[src/rtl/xeu_pkg.sv]
// Package for the XML entity unescape unit: shared types, character
// constants and the small entity name and digit lookup functions.
// No dependencies.
package xeu_pkg;

  localparam int unsigned LIMIT_W   = 10;
  localparam logic [LIMIT_W-1:0] LIMIT_RST = 10'd319;
  localparam int unsigned NAME_CNT  = 5;

  localparam logic [7:0] CH_AMP   = 8'h26;
  localparam logic [7:0] CH_SEMI  = 8'h3B;
  localparam logic [7:0] CH_HASH  = 8'h23;
  localparam logic [7:0] CH_LX    = 8'h78;
  localparam logic [7:0] CH_UX    = 8'h58;
  localparam logic [7:0] CODE_LF  = 8'd10;
  localparam logic [7:0] CODE_CR  = 8'd13;
  localparam logic [7:0] CODE_SAT = 8'd128;

  typedef enum logic {
    KIND_BYTE,
    KIND_EOL
  } item_kind_e;

  typedef enum logic [2:0] {
    NM_AMP,
    NM_LT,
    NM_GT,
    NM_QUOT,
    NM_APOS
  } name_e;

  typedef struct packed {
    item_kind_e kind;
    logic [7:0] data;
  } item_t;

  typedef struct packed {
    logic [7:0] data;
    logic       byte_valid;
    logic       line_done;
  } res_t;

  // back end to output stage
  typedef struct packed {
    logic fire;
    logic res_v;
    res_t res;
    logic done;
  } back_ctl_t;

  typedef struct packed {
    logic       ok;
    logic [3:0] val;
  } digit_t;

  function automatic logic [2:0] name_len(name_e n);
    logic [2:0] len;
    case (n)
      NM_AMP:  len = 3'd3;
      NM_LT:   len = 3'd2;
      NM_GT:   len = 3'd2;
      NM_QUOT: len = 3'd4;
      NM_APOS: len = 3'd4;
      default: len = 3'd0;
    endcase
    return len;
  endfunction

  function automatic logic [7:0] name_char(name_e n, logic [1:0] pos);
    logic [31:0] s;
    case (n)
      NM_AMP:  s = {"amp", 8'h00};
      NM_LT:   s = {"lt", 16'h0000};
      NM_GT:   s = {"gt", 16'h0000};
      NM_QUOT: s = "quot";
      NM_APOS: s = "apos";
      default: s = 32'h0;
    endcase
    return s[{~pos, 3'b000} +: 8];
  endfunction

  function automatic logic [7:0] name_value(name_e n);
    logic [7:0] v;
    case (n)
      NM_AMP:  v = 8'h26;
      NM_LT:   v = 8'h3C;
      NM_GT:   v = 8'h3E;
      NM_QUOT: v = 8'h22;
      NM_APOS: v = 8'h27;
      default: v = 8'h00;
    endcase
    return v;
  endfunction

  function automatic digit_t digit_of(logic [7:0] c, logic hex);
    digit_t d;
    d = '0;
    if (c inside {[8'h30:8'h39]}) begin
      d.ok  = 1'b1;
      d.val = 4'(c - 8'h30);
    end else if (hex && (c inside {[8'h61:8'h66]})) begin
      d.ok  = 1'b1;
      d.val = 4'(c - 8'h57);
    end else if (hex && (c inside {[8'h41:8'h46]})) begin
      d.ok  = 1'b1;
      d.val = 4'(c - 8'h37);
    end
    return d;
  endfunction

endpackage

[src/rtl/xml_entity_unescape_unit.sv]
// Top level of the XML entity unescape unit: output limit register and
// the front queue, entity back end and output stage.
// Depends on xeu_pkg, xeu_front, xeu_back, xeu_out.
//
//   channel | handshake              | payload
//   --------+------------------------+------------------------------------------
//   in      | in_valid_i, in_stall_o | byte_value_i, end_of_line_i
//   out     | out_valid_o, out_stall_i | byte_out_o, byte_valid_o, line_done_o, last_o
//   cfg     | cfg_we_i               | cfg_wdata_i (output_limit)
//
// The back end handles one byte per cycle while the output stage does not block it,
// and a line end marker is one more item. A failed entity emits its '&' and replays up
// to MAX_NAME + 1 stored bytes, one per cycle; failures found while replaying nest. A
// line end emits the '&' of each open entity it flushes and replays its name. The
// 2-deep input queue stalls only when full; each result passes through the hold
// register and then the output register before it is valid at the outputs.
module xml_entity_unescape_unit #(
  parameter int unsigned MAX_NAME = 10
) (
  input  logic                        clk_i,
  input  logic                        rst_ni,
  input  logic                        cfg_we_i,
  input  logic [xeu_pkg::LIMIT_W-1:0] cfg_wdata_i,
  input  logic                        in_valid_i,
  output logic                        in_stall_o,
  input  logic [7:0]                  byte_value_i,
  input  logic                        end_of_line_i,
  output logic                        out_valid_o,
  input  logic                        out_stall_i,
  output logic [7:0]                  byte_out_o,
  output logic                        byte_valid_o,
  output logic                        line_done_o,
  output logic                        last_o
);
  import xeu_pkg::*;

  logic [LIMIT_W-1:0] limit_q;
  logic               item_valid, pop, block;
  item_t              item;
  back_ctl_t          ctl;

  always_ff @(posedge clk_i or negedge rst_ni) begin
    if (!rst_ni) begin
      limit_q <= LIMIT_RST;
    end else if (cfg_we_i) begin
      limit_q <= cfg_wdata_i;
    end
  end

  xeu_front u_front (
    .clk_i         (clk_i),
    .rst_ni        (rst_ni),
    .in_valid_i    (in_valid_i),
    .in_stall_o    (in_stall_o),
    .byte_value_i  (byte_value_i),
    .end_of_line_i (end_of_line_i),
    .item_valid_o  (item_valid),
    .item_o        (item),
    .pop_i         (pop)
  );

  xeu_back #(
    .MAX_NAME (MAX_NAME)
  ) u_back (
    .clk_i        (clk_i),
    .rst_ni       (rst_ni),
    .item_valid_i (item_valid),
    .item_i       (item),
    .pop_o        (pop),
    .limit_i      (limit_q),
    .block_i      (block),
    .ctl_o        (ctl)
  );

  xeu_out u_out (
    .clk_i        (clk_i),
    .rst_ni       (rst_ni),
    .ctl_i        (ctl),
    .block_o      (block),
    .out_valid_o  (out_valid_o),
    .out_stall_i  (out_stall_i),
    .byte_out_o   (byte_out_o),
    .byte_valid_o (byte_valid_o),
    .line_done_o  (line_done_o),
    .last_o       (last_o)
  );

endmodule

[src/rtl/xeu_front.sv]
// Front end of the XML entity unescape unit: accepts input beats,
// tags them as byte or line end and queues them in a two-entry FIFO.
// Depends on xeu_pkg.
module xeu_front (
  input  logic          clk_i,
  input  logic          rst_ni,
  input  logic          in_valid_i,
  output logic          in_stall_o,
  input  logic [7:0]    byte_value_i,
  input  logic          end_of_line_i,
  output logic          item_valid_o,
  output xeu_pkg::item_t item_o,
  input  logic          pop_i
);
  import xeu_pkg::*;

  item_t      mem_q [2];
  logic       wr_q, wr_d, rd_q, rd_d;
  logic [1:0] cnt_q, cnt_d;
  logic       push;
  item_t      item_in;

  always_comb begin
    item_in.kind = end_of_line_i ? KIND_EOL : KIND_BYTE;
    item_in.data = byte_value_i;
    in_stall_o   = (cnt_q == 2'd2);
    push         = in_valid_i && !in_stall_o;
    item_valid_o = (cnt_q != 2'd0);
    item_o       = mem_q[rd_q];
    wr_d         = push ? ~wr_q : wr_q;
    rd_d         = pop_i ? ~rd_q : rd_q;
    cnt_d        = cnt_q + {1'b0, push} - {1'b0, pop_i};
  end

  always_ff @(posedge clk_i) begin
    if (push) begin
      mem_q[wr_q] <= item_in;
    end
  end

  always_ff @(posedge clk_i or negedge rst_ni) begin
    if (!rst_ni) begin
      wr_q  <= 1'b0;
      rd_q  <= 1'b0;
      cnt_q <= 2'd0;
    end else begin
      wr_q  <= wr_d;
      rd_q  <= rd_d;
      cnt_q <= cnt_d;
    end
  end

endmodule

[src/rtl/xeu_back.sv]
// Back end of the XML entity unescape unit: entity state machine, one
// byte per cycle unless blocked by the output stage, with a circular
// byte store that replays failed names. Depends on xeu_pkg.
module xeu_back #(
  parameter int unsigned MAX_NAME = 10
) (
  input  logic                        clk_i,
  input  logic                        rst_ni,
  input  logic                        item_valid_i,
  input  xeu_pkg::item_t              item_i,
  output logic                        pop_o,
  input  logic [xeu_pkg::LIMIT_W-1:0] limit_i,
  input  logic                        block_i,
  output xeu_pkg::back_ctl_t          ctl_o
);
  import xeu_pkg::*;

  localparam int unsigned PtrW  = $clog2(MAX_NAME + 2);
  localparam int unsigned Depth = 2 ** PtrW;
  localparam int unsigned NlW   = $clog2(MAX_NAME + 1);

  logic [7:0]          name_buf_q [Depth];
  logic                pend_q, pend_d;
  logic [NlW-1:0]      nl_q, nl_d;
  logic [PtrW-1:0]     start_q, start_d, head_q, head_d, end_q, end_d;
  logic                hash_q, hash_d, hex_q, hex_d, stop_q, stop_d;
  logic [7:0]          acc_q, acc_d;
  logic [NAME_CNT-1:0] match_q, match_d;
  logic [LIMIT_W-1:0]  cnt_q, cnt_d;

  logic                replay, wr_en, emit, fail, marker, numeric, hit, done, fire;
  logic [7:0]          b, emit_data, hit_char;
  logic [PtrW-1:0]     next_pos;
  logic                hash_n, hex_n, stop_n;
  logic [7:0]          acc_n;
  logic [NAME_CNT-1:0] match_n;
  logic [11:0]         acc_mul, acc_sum;
  digit_t              dig;

  always_comb begin
    replay   = (head_q != end_q);
    b        = replay ? name_buf_q[head_q] : item_i.data;
    next_pos = replay ? head_q + PtrW'(1) : end_q;

    // name and numeric checks on the entity collected so far
    numeric  = hash_q && (nl_q >= NlW'(2));
    hit      = 1'b0;
    hit_char = 8'h00;
    for (int k = 0; k < NAME_CNT; k++) begin
      if (match_q[k] && (nl_q == NlW'(name_len(name_e'(k))))) begin
        hit      = 1'b1;
        hit_char = name_value(name_e'(k));
      end
    end

    // incremental decode of b at name position nl_q
    dig     = digit_of(b, hex_q);
    acc_mul = hex_q ? {acc_q, 4'b0000} : (({4'b0, acc_q} << 3) + ({4'b0, acc_q} << 1));
    acc_sum = acc_mul + {8'b0, dig.val};
    hash_n  = hash_q;
    hex_n   = hex_q;
    stop_n  = stop_q;
    acc_n   = acc_q;
    if (nl_q == '0) begin
      hash_n = (b == CH_HASH);
      hex_n  = 1'b0;
      stop_n = 1'b0;
      acc_n  = 8'h00;
      for (int k = 0; k < NAME_CNT; k++) begin
        match_n[k] = (b == name_char(name_e'(k), 2'd0));
      end
    end else begin
      for (int k = 0; k < NAME_CNT; k++) begin
        match_n[k] = match_q[k] && (nl_q < NlW'(name_len(name_e'(k))))
                     && (b == name_char(name_e'(k), nl_q[1:0]));
      end
      if (hash_q && (nl_q == NlW'(1)) && ((b == CH_LX) || (b == CH_UX))) begin
        hex_n = 1'b1;
      end else if (hash_q && !stop_q) begin
        if (!dig.ok) begin
          stop_n = 1'b1;
        end else begin
          acc_n = (acc_sum >= 12'(CODE_SAT)) ? CODE_SAT : acc_sum[7:0];
        end
      end
    end

    pend_d    = pend_q;
    nl_d      = nl_q;
    start_d   = start_q;
    head_d    = replay ? next_pos : head_q;
    end_d     = end_q;
    hash_d    = hash_q;
    hex_d     = hex_q;
    stop_d    = stop_q;
    acc_d     = acc_q;
    match_d   = match_q;
    wr_en     = 1'b0;
    emit      = 1'b0;
    emit_data = 8'h00;
    fail      = 1'b0;
    marker    = 1'b0;

    if (replay || (item_i.kind == KIND_BYTE)) begin
      if (!pend_q) begin
        if (b == CH_AMP) begin
          pend_d  = 1'b1;
          nl_d    = '0;
          start_d = next_pos;
        end else begin
          emit      = 1'b1;
          emit_data = b;
        end
      end else if (b == CH_SEMI) begin
        if (numeric) begin
          if ((acc_q == CODE_LF) || (acc_q == CODE_CR)) begin
            pend_d = 1'b0;
            nl_d   = '0;
          end else if ((acc_q != 8'h00) && (acc_q < CODE_SAT)) begin
            emit      = 1'b1;
            emit_data = acc_q;
            pend_d    = 1'b0;
            nl_d      = '0;
          end else begin
            fail = 1'b1;
          end
        end else if (hit) begin
          emit      = 1'b1;
          emit_data = hit_char;
          pend_d    = 1'b0;
          nl_d      = '0;
        end else begin
          fail = 1'b1;
        end
      end else if (nl_q < NlW'(MAX_NAME)) begin
        nl_d    = nl_q + NlW'(1);
        hash_d  = hash_n;
        hex_d   = hex_n;
        stop_d  = stop_n;
        acc_d   = acc_n;
        match_d = match_n;
        if (!replay) begin
          wr_en  = 1'b1;
          end_d  = end_q + PtrW'(1);
          head_d = head_q + PtrW'(1);
        end
      end else begin
        fail = 1'b1;
      end

      // failed entity: literal '&', then rescan from the first name byte
      if (fail) begin
        emit      = 1'b1;
        emit_data = CH_AMP;
        pend_d    = 1'b0;
        nl_d      = '0;
        head_d    = start_q;
        if (!replay) begin
          wr_en = 1'b1;
          end_d = end_q + PtrW'(1);
        end
      end
    end else if (pend_q) begin
      // line end with an open entity
      emit      = 1'b1;
      emit_data = CH_AMP;
      pend_d    = 1'b0;
      nl_d      = '0;
      head_d    = start_q;
    end else begin
      marker = 1'b1;
    end

    ctl_o.res_v          = marker || (emit && (cnt_q < limit_i));
    ctl_o.res.data       = marker ? 8'h00 : emit_data;
    ctl_o.res.byte_valid = !marker;
    ctl_o.res.line_done  = marker;

    if (marker) begin
      cnt_d = '0;
    end else if (emit && (cnt_q < limit_i)) begin
      cnt_d = cnt_q + LIMIT_W'(1);
    end else begin
      cnt_d = cnt_q;
    end

    done       = (item_i.kind == KIND_BYTE) ? (head_d == end_d) : marker;
    fire       = item_valid_i && !block_i;
    ctl_o.fire = fire;
    ctl_o.done = done;
    pop_o      = fire && done;
  end

  always_ff @(posedge clk_i) begin
    if (fire && wr_en) begin
      name_buf_q[end_q] <= b;
    end
    if (fire) begin
      hash_q  <= hash_d;
      hex_q   <= hex_d;
      stop_q  <= stop_d;
      acc_q   <= acc_d;
      match_q <= match_d;
    end
  end

  always_ff @(posedge clk_i or negedge rst_ni) begin
    if (!rst_ni) begin
      pend_q  <= 1'b0;
      nl_q    <= '0;
      start_q <= '0;
      head_q  <= '0;
      end_q   <= '0;
      cnt_q   <= '0;
    end else if (fire) begin
      pend_q  <= pend_d;
      nl_q    <= nl_d;
      start_q <= start_d;
      head_q  <= head_d;
      end_q   <= end_d;
      cnt_q   <= cnt_d;
    end
  end

endmodule

[src/rtl/xeu_out.sv]
// Output stage of the XML entity unescape unit: holds the newest result
// until its last flag is known, then moves it to the output register.
// Depends on xeu_pkg.
module xeu_out (
  input  logic               clk_i,
  input  logic               rst_ni,
  input  xeu_pkg::back_ctl_t ctl_i,
  output logic               block_o,
  output logic               out_valid_o,
  input  logic               out_stall_i,
  output logic [7:0]         byte_out_o,
  output logic               byte_valid_o,
  output logic               line_done_o,
  output logic               last_o
);
  import xeu_pkg::*;

  res_t hold_q, hold_d, out_q, out_d;
  logic hold_v_q, hold_v_d, hold_fin_q, hold_fin_d;
  logic out_v_q, out_v_d, out_last_q, out_last_d;
  logic out_free, move, take;

  always_comb begin
    out_free = !out_v_q || !out_stall_i;
    take     = ctl_i.fire && ctl_i.res_v;
    move     = hold_v_q && out_free && (hold_fin_q || take);
    block_o  = hold_v_q && ctl_i.res_v && !out_free;

    out_d      = move ? hold_q : out_q;
    out_last_d = move ? hold_fin_q : out_last_q;
    out_v_d    = move || (out_v_q && out_stall_i);

    hold_d     = hold_q;
    hold_v_d   = hold_v_q;
    hold_fin_d = hold_fin_q;
    if (take) begin
      hold_d     = ctl_i.res;
      hold_v_d   = 1'b1;
      hold_fin_d = ctl_i.done;
    end else if (move) begin
      hold_v_d = 1'b0;
    end else if (ctl_i.fire && ctl_i.done && hold_v_q) begin
      hold_fin_d = 1'b1;
    end
  end

  always_ff @(posedge clk_i) begin
    hold_q     <= hold_d;
    out_q      <= out_d;
    out_last_q <= out_last_d;
  end

  always_ff @(posedge clk_i or negedge rst_ni) begin
    if (!rst_ni) begin
      hold_v_q   <= 1'b0;
      hold_fin_q <= 1'b0;
      out_v_q    <= 1'b0;
    end else begin
      hold_v_q   <= hold_v_d;
      hold_fin_q <= hold_fin_d;
      out_v_q    <= out_v_d;
    end
  end

  assign out_valid_o  = out_v_q;
  assign byte_out_o   = out_q.data;
  assign byte_valid_o = out_q.byte_valid;
  assign line_done_o  = out_q.line_done;
  assign last_o       = out_last_q;

endmodule

[config.mk]
export PLATFORM = sky130hd
export DESIGN_NAME = xml_entity_unescape_unit
export DESIGN_NICKNAME = d
export VERILOG_FILES = /design/src/rtl/xeu_pkg.sv /design/src/rtl/xml_entity_unescape_unit.sv /design/src/rtl/xeu_front.sv /design/src/rtl/xeu_back.sv /design/src/rtl/xeu_out.sv
export SDC_FILE = /design/constraint.sdc
export NUM_CORES = 1
export LEC_CHECK = 0
export BUFFER_PORTS_ARGS = -buffer_cell sky130_fd_sc_hd__clkbuf_2
export CAP_MARGIN = 0
export CORE_MARGIN = 2
export CORE_UTILIZATION = 57
export CTS_BUF_LIST = sky130_fd_sc_hd__clkbuf_2 sky130_fd_sc_hd__clkbuf_4 sky130_fd_sc_hd__clkbuf_8
export DETAILED_ROUTE_END_ITERATION = 10
export PLACE_DENSITY_LB_ADDON = 0.3
export SLEW_MARGIN = 20
export SYNTH_ARGS = -nofsm -noshare
export SYNTH_HDL_FRONTEND = slang
export SYNTH_SLANG_ARGS = --single-unit
[constraint.sdc]
create_clock -name clk_i -period 6.3 [get_ports clk_i]
set_input_delay 0.63 -clock clk_i [delete_from_list [all_inputs] [get_ports clk_i]]
set_output_delay 0.63 -clock clk_i [all_outputs]
set_load 0.03 [all_outputs]
==> run metrics <==
status complete, no violations; Avg Cell Area, Syn between 10 and 15 µm²; DRT Pass-1 Iters 5; drt drc 0; Reg clk slew, reported paths 0.07 ns; Synth area leaders edfxtp_1 49%, dfrtp_1 8.2%, mux4_2 6.8%; largest net degree at the start of global routing 45; DIE HEIGHT approximately 140 µm; Int Pwr 0.004164 W; PnR worst setup slack 0.4884 ns; commonest non-fill, non-tap cell in the layout edfxtp_1; Sw Pwr 0.002884 W; antenna fix cells 0; Fin Setup TNS 0 ns; core area around 19000 µm²; hold-fix buffer count after cts 0; Post-Synth Adder-Cell Area roughly 4.8%; RSZ-0062 raised after global routing false; share of cells above drive strength 1 22.31%; GRT overflow 0; All-Layer GR Usage 24.92%; Crit. End Element flop; Initial Util between 50% and 60%; Mapped Nets around 930; count of final setup violators 0; CP Max Fanout 19; Yosys reg bits approximately 230; GRT busiest layer met2; Final Power 0.007048 W; Slew HR between 40 and 50%; Yosys top cell by area edfxtp_1; ys flop type edfxtp_1; wire length per cell 20.79 µm; htree depth 2; Die X-Extent roughly 140 µm; Yosys cell types just over 80; Synth Area in Compound Gates 8.983%; initial antenna violation count 0; Startpoint Class flop; ys async rst share between 10% and 20%; HP Class input pin to async pin; sw frac between 40% and 50%; post-synthesis instance area about 11000 µm²; Seq/Total Area, Yosys between 50% and 60%; CP required ~6.7 ns; Slew Limit Fails 0; I/O Buffers 36; Setup Skew ~0.024 ns; CP arrival ~6.2 ns; worst vdd ir roughly 0.36 mV; io pins 37; DIE AREA 21010 µm²; root buffer cell clkbuf_8; most frequent cells in the layout 183 x edfxtp_1, 81 x nor2_1, 67 x nand2_1, 44 x buf_4, 41 x clkbuf_8; post_cts resized 0; fin crit share a little over 90%; Antenna Nets Post-Route 0; type of the worst setup path flop to flop; Yosys top cell area share between 40% and 50%; cell count after synthesis slightly below 900; Post-Synth Simple-Gate Area about an eighth; max cap viols 0; Fill cells between 1000 and 1500; multiplexer share of the synthesized area about a tenth; CTS max path bufs 3; Fin. Hold Viols 0; power density over the cells 551.9 nW/µm²; Area Overhead vs Synth 12.77%; Initial DRC Count around 540; worst skew pair latency ~0.53 ns; Via-to-Cell Ratio slightly above 6; combinational power share 46.8%; Num CTS Buffers 37; Rows 51; leakage 4.819 nW; Max Fclk approximately 0.17 GHz; Slew @ Worst Pin around 0.83 ns; Clock Sink Count roughly 230; yosys warns 0; GR Layer Usage met2 41.40%; Routed WL 25820 µm; Core Util, Final between 60% and 70%; Synth Area in XOR/XNOR around 3%; nets ~1000; CTS tree built; GP Congestion roughly 0.92; DP HPWL 18180 µm; Reg power frac 34.7%; Placed Cells 1180; crit path time final about 5.8 ns; met1 usage 33.35%; EDFF count, synth between 150 and 200; clock power share approximately 19%; count of non-filler cells in the finished layout 1242; vias in the first global route 7460; DP Worst Slack 0.5602 ns; # Post-CTS Setup Buffers 0; routed vias between 7000 and 8000; M3 GR Usage about 4.3%; largest family of logic cells by synthesized area simple AND/OR/NAND/NOR gates; first-pass GRT wire length approximately 41000 µm
stage by stage:
step                      hold WS (ns)  cell area, µm²
after global routing            0.1940           12770
final                           0.1557           12770
after floorplan                 0.3344           11320
after global placement          0.4009           12010
after detailed placement        0.4045           12020
after CTS                       0.1541           12770
kinds of logic after synthesis:
logic type               after synthesis
AO/OA/AOI/OAI                        152
adder cells (fa/ha/maj)               42
buffers and inverters                 70
XOR/XNOR                              38
multiplexers                          69
flip-flops                           227
AND/OR/NAND/NOR                      269
final timing paths:
kind | start | endpoint | slack (ns) | depth (start not counted)
min in group clk_i | byte_value_i[4] | u_front.mem_q[1][4] | 0.29 | 1
worst max-delay path | u_back.head_q[1] | u_back.acc_q[0] | 0.49 | 22
max in group asynchronous | rst_ni | u_back.head_q[0] | 5.68 | 1
worst max register to register | u_back.head_q[1] | u_back.acc_q[0] | 0.49 | 22
worst min register to register | u_out.hold_q[9] | u_out.byte_out_o[7] | 0.42 | 0
worst min-delay path | rst_ni | u_back.head_q[3] | 0.16 | 1
cells in the mapped netlist (4+ instances only):
library cell and count:
dfstp_2 7, and3_1 9, o21ai_0 37, nor3_1 19, buf_4 5, a31oi_1 6, edfxtp_1 183, nor2_1 81
and2_1 4, nor2b_1 4, xnor2_1 22, nand2b_1 10, buf_2 6, dfrtp_1 37, a21oi_1 36, nor4_1 10
a21o_1 6, mux4_2 34, mux2i_1 18, a311oi_1 8, or3_1 10, o2bb2ai_1 4, clkbuf_1 16, nand2_1 67
nand4_1 10, xor2_1 15, a211oi_1 6, mux2_2 14, o31ai_1 4, nand3_1 16, nand3b_1 4, ha_1 40
inv_1 36
registers in the layout, indices dropped and copies added (netlist names), 2 cells and up:
register / count
u_back.nl_q: 4
u_front.cnt_q: 2
u_out.hold_q: 10
u_back.head_q: 4
u_back.match_q: 5
limit_q: 10
u_back.acc_q: 8
u_back.start_q: 4
u_back.name_buf_q: 128
u_back.end_q: 4
u_out.byte_out_o: 8
u_front.mem_q: 18
u_back.cnt_q: 10
per-layer routing:
metal	vias to the layer above	part of all wire, %
met5	-	0
met4	0	3.0
met3	65	6.9
met2	303	49
met1	3695	41
li1	3472	-
final cells by class:
| class | instances | area [µm²] | area share (%) |
|---|---|---|---|
| clock buffers | 52 | 646.9 | 5.066 |
| clock inverters | 10 | 106.4 | 0.8328 |
| inverters | 37 | 138.9 | 1.088 |
| multi-input cells | 570 | 4407 | 34.51 |
| flip-flops and latches | 227 | 6606 | 51.73 |
| well taps | 265 | 331.6 | 2.597 |
| repair buffers | 81 | 533.0 | 4.174 |
power by group through the flow:
stage | sequential (W) | combinational [W] | clock, W
2_1_floorplan | 0.00244 | 0.00224 | 0
3_3_place_gp | 0.00247 | 0.00322 | 0
3_5_place_dp | 0.00248 | 0.00324 | 0
4_1_cts | 0.00245 | 0.00326 | 0.00133
5_1_grt | 0.00248 | 0.00358 | 0.00139
6_report | 0.00245 | 0.00330 | 0.00130
worst max-delay path, cell delays in order, from the launching register on:
cell      delay (ns)
dfrtp_1         0.80
xor2_1          0.27
or4_1           0.65
nor2_1          0.20
a21oi_2         0.05
inv_1           0.08
buf_4           0.25
ha_1            0.23
nand3b_1        0.12
nand4_1         0.10
a311oi_1        0.29
buf_4           0.20
a21oi_1         0.08
a21oi_1         0.34
fa_1            0.29
a21oi_1         0.08
or2_2           0.30
nor3_1          0.21
mux2_2          0.36
nor3_1          0.13
o221a_2         0.26
nand2_1         0.17
nor2_1          0.18
No activity file was read; power rests on OpenSTA's default activity.
